File: config.mk
export PLATFORM = sky130hd
export DESIGN_NAME = header_stop_frame_receiver_top
export DESIGN_NICKNAME = d
export VERILOG_FILES = /design/src/rtl/hsfr_pkg.sv /design/src/rtl/header_stop_frame_receiver_top.sv
export VERILOG_INCLUDE_DIRS = /design/src /design/src/rtl
export SDC_FILE = /design/constraint.sdc
export NUM_CORES = 1
export LEC_CHECK = 0
export BUFFER_PORTS_ARGS = -buffer_cell sky130_fd_sc_hd__buf_4
export CAP_MARGIN = 20
export CORE_UTILIZATION = 45
export CTS_CLUSTER_SIZE = 30
export DETAILED_ROUTE_END_ITERATION = 8
export PLACE_DENSITY = 0.76
export SLEW_MARGIN = 0
export SYNTH_ARGS = -nofsm -noshare
export SYNTH_HDL_FRONTEND = slang
export SYNTH_SLANG_ARGS = --single-unit
File: constraint.sdc
create_clock -name clk -period 2.9 [get_ports clk]
set_input_delay 0.145 -clock clk [delete_from_list [all_inputs] [get_ports clk]]
set_output_delay 0.145 -clock clk [all_outputs]
set_load 0.005 [all_outputs]
File: src/rtl/header_stop_frame_receiver_top_macros.svh
// ----------------------------------------------------------------------------
// Assertion macros for the header and stop byte frame receiver
// Concurrent assertion wrappers that vanish when SYNTHESIS is defined.
// ----------------------------------------------------------------------------
`ifndef HEADER_STOP_FRAME_RECEIVER_TOP_MACROS_SVH
`define HEADER_STOP_FRAME_RECEIVER_TOP_MACROS_SVH

`ifndef SYNTHESIS
`define HSFR_ASSERT_IMP(label, clk, rst, ante, cons) \
  label: assert property (@(posedge clk) disable iff (rst) (ante) |-> (cons)) \
    else $error("assertion failed");
`define HSFR_ASSERT_NXT(label, clk, rst, ante, cons) \
  label: assert property (@(posedge clk) disable iff (rst) (ante) |=> (cons)) \
    else $error("assertion failed");
`else
`define HSFR_ASSERT_IMP(label, clk, rst, ante, cons)
`define HSFR_ASSERT_NXT(label, clk, rst, ante, cons)
`endif

`endif

File: src/rtl/hsfr_pkg.sv
// ----------------------------------------------------------------------------
// Header and stop byte frame receiver package
// Register map, widths and reset values shared by the receiver.
// ----------------------------------------------------------------------------
package hsfr_pkg;

  localparam int MAX_PAYLOAD_DEF = 64;

  localparam int BYTE_W     = 8;
  localparam int TIME_W     = 32;
  localparam int PIDX_W     = 6;
  localparam int LEN_W      = 7;
  localparam int CFG_ADDR_W = 5;
  localparam int CFG_DATA_W = 32;
  localparam int REG_IDX_W  = 3;

  localparam logic [REG_IDX_W-1:0] REG_HDR_ONE   = 3'd0;
  localparam logic [REG_IDX_W-1:0] REG_HDR_TWO   = 3'd1;
  localparam logic [REG_IDX_W-1:0] REG_HDR_THREE = 3'd2;
  localparam logic [REG_IDX_W-1:0] REG_STOP      = 3'd3;
  localparam logic [REG_IDX_W-1:0] REG_LEN       = 3'd4;

  localparam logic [LEN_W-1:0] PAYLOAD_LEN_RESET = 7'd64;

  localparam logic [1:0] HDR_ONE_SEEN = 2'd1;
  localparam logic [1:0] HDR_TWO_SEEN = 2'd2;
  localparam logic [1:0] HDR_ALL_SEEN = 2'd3;

endpackage

File: src/rtl/header_stop_frame_receiver_top.sv
// ----------------------------------------------------------------------------
// Header and stop byte frame receiver
// Each accepted item gives a registered result item in the next cycle.
// Throughput: one item per cycle; the result register is reloaded whenever it
// is empty or being taken, so the input side stalls only on a held result.
// Reset: synchronous, clears the frame state, the last frame time and the
// configuration registers (payload length back to 64 bytes).
// ----------------------------------------------------------------------------
`include "header_stop_frame_receiver_top_macros.svh"

module header_stop_frame_receiver_top #(
  parameter int MAX_PAYLOAD = hsfr_pkg::MAX_PAYLOAD_DEF
) (
  input  logic                             clk,
  input  logic                             rst,
  input  logic                             psel,
  input  logic                             penable,
  input  logic                             pwrite,
  input  logic [hsfr_pkg::CFG_ADDR_W-1:0]  paddr,
  input  logic [hsfr_pkg::CFG_DATA_W-1:0]  pwdata,
  output logic [hsfr_pkg::CFG_DATA_W-1:0]  prdata,
  output logic                             pready,
  input  logic                             in_valid,
  output logic                             in_ready,
  input  logic [hsfr_pkg::BYTE_W-1:0]      rx_byte,
  input  logic [hsfr_pkg::TIME_W-1:0]      time_ms,
  output logic                             out_valid,
  input  logic                             out_ready,
  output logic                             payload_valid,
  output logic [hsfr_pkg::PIDX_W-1:0]      payload_index,
  output logic [hsfr_pkg::BYTE_W-1:0]      payload_byte,
  output logic                             frame_done,
  output logic [hsfr_pkg::TIME_W-1:0]      frame_gap,
  output logic                             frame_error
);
  import hsfr_pkg::*;

  localparam int CNT_W = $clog2(MAX_PAYLOAD + 1);

  typedef enum logic [1:0] {PH_IDLE, PH_HEADER, PH_DATA, PH_STOP} phase_t;

  logic [BYTE_W-1:0] header_byte_one;
  logic [BYTE_W-1:0] header_byte_two;
  logic [BYTE_W-1:0] header_byte_three;
  logic [BYTE_W-1:0] stop_byte_value;
  logic [LEN_W-1:0]  payload_len;

  phase_t            phase, phase_next;
  logic [1:0]        header_count, header_count_next;
  logic [CNT_W-1:0]  data_count, data_count_next;
  logic [TIME_W-1:0] last_frame_time, last_frame_time_next;

  logic              pv_next, done_next, err_next;
  logic [PIDX_W-1:0] pidx_next;
  logic [BYTE_W-1:0] pbyte_next;
  logic [TIME_W-1:0] interval_next;

  logic [CNT_W-1:0]     eff_len;
  logic [CNT_W-1:0]     data_count_inc;
  logic                 in_accept;
  logic                 cfg_write;
  logic [REG_IDX_W-1:0] cfg_idx;

  assign pready    = 1'b1;
  assign cfg_idx   = paddr[CFG_ADDR_W-1:2];
  assign cfg_write = psel && penable && pwrite && pready;
  assign in_ready  = !out_valid || out_ready;
  assign in_accept = in_valid && in_ready;

  always_comb begin
    case (cfg_idx)
      REG_HDR_ONE:   prdata = CFG_DATA_W'(header_byte_one);
      REG_HDR_TWO:   prdata = CFG_DATA_W'(header_byte_two);
      REG_HDR_THREE: prdata = CFG_DATA_W'(header_byte_three);
      REG_STOP:      prdata = CFG_DATA_W'(stop_byte_value);
      REG_LEN:       prdata = CFG_DATA_W'(payload_len);
      default:       prdata = '0;
    endcase
  end

  always_comb begin
    if (payload_len == '0) begin
      eff_len = CNT_W'(1);
    end else if (int'(payload_len) > MAX_PAYLOAD) begin
      eff_len = CNT_W'(MAX_PAYLOAD);
    end else begin
      eff_len = CNT_W'(payload_len);
    end
  end

  assign data_count_inc = data_count + CNT_W'(1);

  always_comb begin
    phase_next           = phase;
    header_count_next    = header_count;
    data_count_next      = data_count;
    last_frame_time_next = last_frame_time;
    pv_next              = 1'b0;
    pidx_next            = '0;
    pbyte_next           = '0;
    done_next            = 1'b0;
    interval_next        = '0;
    err_next             = 1'b0;
    case (phase)
      PH_IDLE: begin
        if (rx_byte == header_byte_one) begin
          header_count_next = HDR_ONE_SEEN;
          phase_next        = PH_HEADER;
        end else begin
          header_count_next = '0;
          data_count_next   = '0;
        end
      end
      PH_HEADER: begin
        if (header_count == HDR_ONE_SEEN && rx_byte == header_byte_two) begin
          header_count_next = HDR_TWO_SEEN;
        end else if (header_count == HDR_TWO_SEEN && rx_byte == header_byte_three) begin
          header_count_next = HDR_ALL_SEEN;
          data_count_next   = '0;
          phase_next        = PH_DATA;
        end else begin
          phase_next        = PH_IDLE;
          header_count_next = '0;
          data_count_next   = '0;
          err_next          = 1'b1;
        end
      end
      PH_DATA: begin
        if (data_count < eff_len) begin
          pv_next         = 1'b1;
          pidx_next       = PIDX_W'(data_count);
          pbyte_next      = rx_byte;
          data_count_next = data_count_inc;
          if (data_count_inc == eff_len) begin
            phase_next = PH_STOP;
          end
        end else begin
          phase_next        = PH_IDLE;
          header_count_next = '0;
          data_count_next   = '0;
        end
      end
      PH_STOP: begin
        phase_next        = PH_IDLE;
        header_count_next = '0;
        data_count_next   = '0;
        if (rx_byte == stop_byte_value) begin
          done_next            = 1'b1;
          interval_next        = time_ms - last_frame_time;
          last_frame_time_next = time_ms;
        end else begin
          err_next = 1'b1;
        end
      end
      default: begin
        phase_next = PH_IDLE;
      end
    endcase
  end

  always_ff @(posedge clk) begin
    if (rst) begin
      header_byte_one   <= '0;
      header_byte_two   <= '0;
      header_byte_three <= '0;
      stop_byte_value   <= '0;
      payload_len       <= PAYLOAD_LEN_RESET;
    end else if (cfg_write) begin
      case (cfg_idx)
        REG_HDR_ONE:   header_byte_one   <= pwdata[BYTE_W-1:0];
        REG_HDR_TWO:   header_byte_two   <= pwdata[BYTE_W-1:0];
        REG_HDR_THREE: header_byte_three <= pwdata[BYTE_W-1:0];
        REG_STOP:      stop_byte_value   <= pwdata[BYTE_W-1:0];
        REG_LEN:       payload_len       <= pwdata[LEN_W-1:0];
        default: begin
        end
      endcase
    end
  end

  always_ff @(posedge clk) begin
    if (rst) begin
      phase           <= PH_IDLE;
      header_count    <= '0;
      data_count      <= '0;
      last_frame_time <= '0;
      out_valid       <= 1'b0;
    end else begin
      if (in_accept) begin
        phase           <= phase_next;
        header_count    <= header_count_next;
        data_count      <= data_count_next;
        last_frame_time <= last_frame_time_next;
        out_valid       <= 1'b1;
      end else if (out_ready) begin
        out_valid <= 1'b0;
      end
    end
    if (in_accept) begin
      payload_valid <= pv_next;
      payload_index <= pidx_next;
      payload_byte  <= pbyte_next;
      frame_done    <= done_next;
      frame_gap     <= interval_next;
      frame_error   <= err_next;
    end
  end

  `HSFR_ASSERT_IMP(a_one_flag, clk, rst, out_valid,
                   $onehot0({payload_valid, frame_done, frame_error}))
  `HSFR_ASSERT_IMP(a_idle_clear, clk, rst, phase == PH_IDLE, header_count == '0 && data_count == '0)
  `HSFR_ASSERT_IMP(a_data_hdr, clk, rst, phase == PH_DATA || phase == PH_STOP,
                   header_count == HDR_ALL_SEEN)
  `HSFR_ASSERT_NXT(a_time_kept, clk, rst, in_accept && done_next,
                   frame_done && last_frame_time == $past(time_ms))

endmodule

## Word level (Yosys, flattened, before mapping)

Index checks and enable logic that the tools add are counted.

- Register bits after elaboration: 132
- Bits of input ports: 84
- Output and inout port bits: 84
- Logic and storage cells: 87

- Add/subtract/negate cells: 2
- $lt $le $gt $ge: 2
- Equal/unequal tests: 19
- Muxes and demuxes: 26
- Reduce and logical (&&, ||, !) cells: 22

Operators with widths:

| kind | number |
|---|---|
| 8-bit case mux with 5 select lines | 1 |
| 7-bit two-way mux | 5 |
| 8-bit equality test | 4 |
| 32-bit subtractor | 1 |
| 7-bit case mux with 4 select lines | 1 |
| 2-bit two-way mux | 8 |
| 2-bit case mux with 4 select lines | 2 |
| 2-bit AND reduction | 8 |
| 1-bit two-way mux | 8 |
| 2-bit inequality test (second input constant) | 4 |
| 7-bit by 1-bit adder with 7-bit output (second input constant) | 1 |
| 7-bit equality test | 1 |
| 7-bit greater-than comparator (second input constant) | 1 |
| 7-bit zero test | 1 |
| 7-bit less-than comparator | 1 |
| 2-bit equality test (second input constant) | 3 |
| 3-bit by 2-bit equality test with 1-bit output (second input constant) | 2 |
| 3-bit AND reduction | 2 |
| 1-bit logical AND | 5 |
| 2-bit by 1-bit equality test with 1-bit output (second input constant) | 2 |
| 4-bit AND reduction | 1 |
| 3-bit by 1-bit equality test with 1-bit output (second input constant) | 1 |
| 3-bit equality test (second input constant) | 1 |
| 3-bit zero test | 1 |
| other kinds (6) | 6 |

## Depth between registers and ports, before layout

- Depth after elaboration: 7
- Gate-level depth with buffers: 12

## Worst setup path after synthesis

Ideal clock, no wire load.

- Kind: reg-to-reg
- Start point: register last_frame_time[0]
- End point: register frame_gap[26] in the netlist's numbering (data pin)
- Arrival: 2.095 ns
- Data required time: 2.638 ns
- Setup slack: 0.543 ns
- Cell stages (with the launch flop): 10
- Path buffers: 0
- Clock period less this slack: 2.357 ns
- Cell sequence: dfxtp_1 -> ha_1 -> fa_1 -> and2b_1 -> o2111a_1 -> o311ai_1 -> nand3b_1 -> nor2_1 -> o21ai_1 -> mux2_1

- Cells in the longest elaborated chain, start to end: 1

Ends and longest elaborated chain:

| item | RTL line | source |
|---|---|---|
| from (decl) | header_stop_frame_receiver_top.sv:51 | `logic [TIME_W-1:0] last_frame_time, last_frame_time_next;` |
| from (signal assigned) | header_stop_frame_receiver_top.sv:193 | `last_frame_time <= last_frame_time_next;` |
| 32-bit subtractor | header_stop_frame_receiver_top.sv:149 | `interval_next = time_ms - last_frame_time;` |
| to (signal assigned) | header_stop_frame_receiver_top.sv:204 | `frame_gap <= interval_next;` |
| to (decl) | header_stop_frame_receiver_top.sv:33 | `output logic [hsfr_pkg::TIME_W-1:0] frame_gap,` |

No other way between the ends.
A chain may end at the register's enable or synchronous reset.

## Final worst setup path

- Start point: input time_ms[0] in the netlist's numbering
- End point: register frame_gap[28] in the netlist's numbering (data pin)

- Cells in the longest elaborated chain, start to end: 1

Ends and longest elaborated chain:

| item | RTL line | source |
|---|---|---|
| from (decl) | header_stop_frame_receiver_top.sv:26 | `input logic [hsfr_pkg::TIME_W-1:0] time_ms,` |
| 32-bit subtractor | header_stop_frame_receiver_top.sv:149 |  |

No other way between the ends.

==> flow_metrics.env <==
export IMPL_start_util_pct=46.51
export IMPL_reg2reg_setup_slack_ps=240
export IMPL_synthMuxAreaShare_pct=6.972
export IMPL_cp_required_ps=3030
export IMPL_gr_total_overflow=0
export IMPL_gp_congestion=0.8855
export IMPL_vias=7174
export IMPL_cts_buffers_inserted=17
export IMPL_gr_usage_met2_pct=39.14
export IMPL_fp_dieW_um=136.4
export IMPL_dp_slack_ps=240.7
export IMPL_busiest_layer="met2"
export IMPL_power_density_nw_per_um2=474.6
export IMPL_grtUsageMet1_pct=27.41
export IMPL_worst_slack_ps=154.0
export IMPL_report_final_slew_viol_count=0
export IMPL_regToRegStartpoint="last_frame_time[0]"
export IMPL_cts_max_level=4
export IMPL_reg2regPathDepth=9
export IMPL_clockRootBuffer="clkbuf_16"
export IMPL_routed_wl_um=20400
export IMPL_period_share_pct=94.69
export IMPL_path_clk_slew_ps=60
export IMPL_clock_sinks=132
export IMPL_synth_area_leaders="dfxtp_1, edfxtp_1, mux2i_1, ha_1, nor2_1"
export IMPL_crit_family="compound AO/OA/AOI/OAI gates"
export IMPL_fin_area_sq_um=10070
export IMPL_setup_violations=0
export IMPL_path_buf_inv=3
export IMPL_cts_path_max_buffers=2
export IMPL_cp_slowest_cell="dlygate4sd3_1"
export IMPL_synth_seq_cells=132
export IMPL_dieArea_sq_um=18610
export IMPL_drive_above_1_share_pct=17.11
export IMPL_worstSetupPathType="in -> reg"
export IMPL_cts_tree="built"
export IMPL_hp_class="in -> reg"
export IMPL_drt_first_pass_iters=5
export IMPL_synth_top_cell_area_share_pct=20.44
export IMPL_area_growth_pct=23.86
export IMPL_place_area_sq_um=9075
export IMPL_drv_cap=0
export IMPL_netlist_instances=936
export IMPL_fin_skew_ps=12.40
export IMPL_cellLeakagePower_nw=4.160
export IMPL_synth_flop_cell="dfxtp_1"
export IMPL_drc_errors=0
export IMPL_hold_viol=0
export IMPL_ant_nets=0
export IMPL_fp_dieH_um=136.4
export IMPL_path_cells="dlygate4sd3_1 > buf_4 > inv_1 > ha_1 > fa_1 > and2b_1 > o2111a_1 > o31a_1 > a211oi_2 > nor3b_2 > or4_1 > a21oi_1"
export IMPL_antenna_cells=0
export IMPL_grt_pass1_vias=6785
export IMPL_rsz0062_at_grt="false"
export IMPL_synth_top_area_cell="dfxtp_1"
export IMPL_yosysUniqueCellTypes=78
export IMPL_grt_first_pass_wirelength_um=32940
export IMPL_synth_edff_count=49
export IMPL_globalRouteTotalUtil_pct=22.61
export IMPL_wire_per_inst_um=15.62
export IMPL_ys_warnings_count=0
export IMPL_met3_usage_pct=4.288
export IMPL_crit_path_max_fanout=4
export IMPL_worstSetupStartpointType="primary input"
export IMPL_dpl_hpwl_um=14400
export IMPL_clkLatencyLatePin_ps=420
export IMPL_port_buffers=116
export IMPL_crit_arrival_ps=2880
export IMPL_fin_crit_ps=2746
export IMPL_yosys_area_share_adder_pct=6.249
export IMPL_status="completed"
export IMPL_coreArea_sq_um=17480
export IMPL_end_kind="register"
export IMPL_setup_tns_ps=0
export IMPL_synth_simple_area_share_pct=17.15
export IMPL_async_flop_share_pct=0
export IMPL_ys_seq_area_share_pct=38.54
export IMPL_timing_rr_end="frame_gap[28]"
export IMPL_relSlewSlack_pct=34.08
export IMPL_cp_startpoint="time_ms[0]"
export IMPL_synthXorXnorAreaFrac_pct=6.572
export IMPL_worstMarginPinSlew_ps=988.9
export IMPL_fp_row_count=48
export IMPL_antenna_found_initial=0
export IMPL_synth_most_common_cell="nor2_1"
export IMPL_ios=168
export IMPL_synth_avg_cell_area_sq_um=8.685
export IMPL_nets=1192
export IMPL_drt_initial_drc_count=520
export IMPL_synth_compound_area_share_pct=17.30
export IMPL_syn_area_sq_um=8129
export IMPL_cp_endpoint="frame_gap[28]"
export IMPL_synth_top_family_by_area="compound AO/OA/AOI/OAI gates"
export IMPL_synthTopCellsByCount="nor2_1, dfxtp_1, a21oi_1"
export IMPL_routed_via_density=5.493
export IMPL_cts_resized_gates=0
export IMPL_max_freq_mhz=364.2
export IMPL_cp_depth=12
export IMPL_grt_max_degree=85
export IMPL_ir_drop_mv=0.3854
export IMPL_critPathMaxStageDelay_ps=530
-- area by class of cell --
type,count,area (sq um)
Tap cell,225,281.5
Multi-Input combinational cell,701,4511
Clock inverter,10,90.09
Inverter,51,191.4
Clock buffer,22,518.0
Timing Repair Buffer,165,1344
Sequential cell,132,3133
Fill cell,1471,7408
-- through the flow --
| step | hold slack (ps) | power (mW) | util [%] | std cells |
|---|---|---|---|---|
| floorplan | 274.5 | 2.371 | - | 959 |
| global placement | 395.9 | 2.566 | 51.93 | 1235 |
| detailed placement | 399.3 | 2.570 | 51.93 | 1235 |
| CTS | 1.062 | 4.787 | 57.52 | 1304 |
| global route | 4.216 | 4.939 | 57.61 | 1306 |
| finish | 9.326 | 4.778 | 57.61 | 1306 |
-- layer usage --
metal | vias up | wire [um]
met1 | 3389 | 8728
met2 | 235 | 10150
met3 | 39 | 1025
met5 | - | 0
li1 | 3511 | -
met4 | 0 | 497
-- cells by family (layout without fill, tap and decap cells) --
kind of cell / Yosys count / in the layout
adders and majority gates: 40 / 40
muxes: 55 / 55
xor gates and xnor gates: 61 / 61
and+or+nand+nor: 292 / 292
AOI/OAI and AO/OA: 228 / 228
other: 2 / 25
DFF: 132 / 132
buffers and inverters: 126 / 248
-- sequential cells by signal, indices dropped and copies added (netlist names) --
name / cells
payload_valid: 1
data_count: 7
frame_done: 1
header_byte_one: 8
out_valid: 1
payload_index: 6
header_byte_three: 8
header_count: 2
frame_gap: 32
last_frame_time: 32
stop_byte_value: 8
header_byte_two: 8
phase: 2
frame_error: 1
payload_byte: 8
payload_len: 7
-- power by group --
group | switching, mW | internal [mW]
combinational | 0.338 | 0.273
sequential | 0.0154 | 1.96
clock | 0.838 | 1.36
total | 1.19 | 3.59
-- timing repair --
action,4_1_cts,5_1_grt
buffers inserted,0,2
setup endpoints to repair,0,3
hold buffers,37,0
hold endpoints to repair,43,0
-- worst min-delay path by stage --
stage / start / endpoint / slack (ps) / cells past startpoint
3_3_place_gp: in_valid / out_valid / 400 / 3
6_report: time_ms[25] / last_frame_time[25] / 9 / 3
2_1_floorplan: in_valid / out_valid / 270 / 2
4_1_cts: time_ms[25] / last_frame_time[25] / 1 / 3
5_1_grt: time_ms[25] / last_frame_time[25] / 4 / 3
3_5_place_dp: time_ms[0] / last_frame_time[0] / 400 / 3
-- layout by cell type (no fill, tap or decap), types with 25 or more instances in the layout --
cell,n
buf_4,127
nor2_1,110
dfxtp_1,83
a21oi_1,78
nand2_1,67
o21ai_0,63
mux2i_1,51
edfxtp_1,49
inv_1,48
ha_1,39
dlygate4sd3_1,37
xor2_1,34
xnor2_1,27
conb_1,25
-- worst reg2reg max path, cell delays in order (launching register included) --
cell,delay (ps)
dfxtp_1,320
ha_1,210
fa_1,380
and2b_1,250
o2111a_1,240
o31a_1,210
a211oi_2,120
nor3b_2,180
or4_1,400
a21oi_1,180
(Power assumes the default switching activity.)
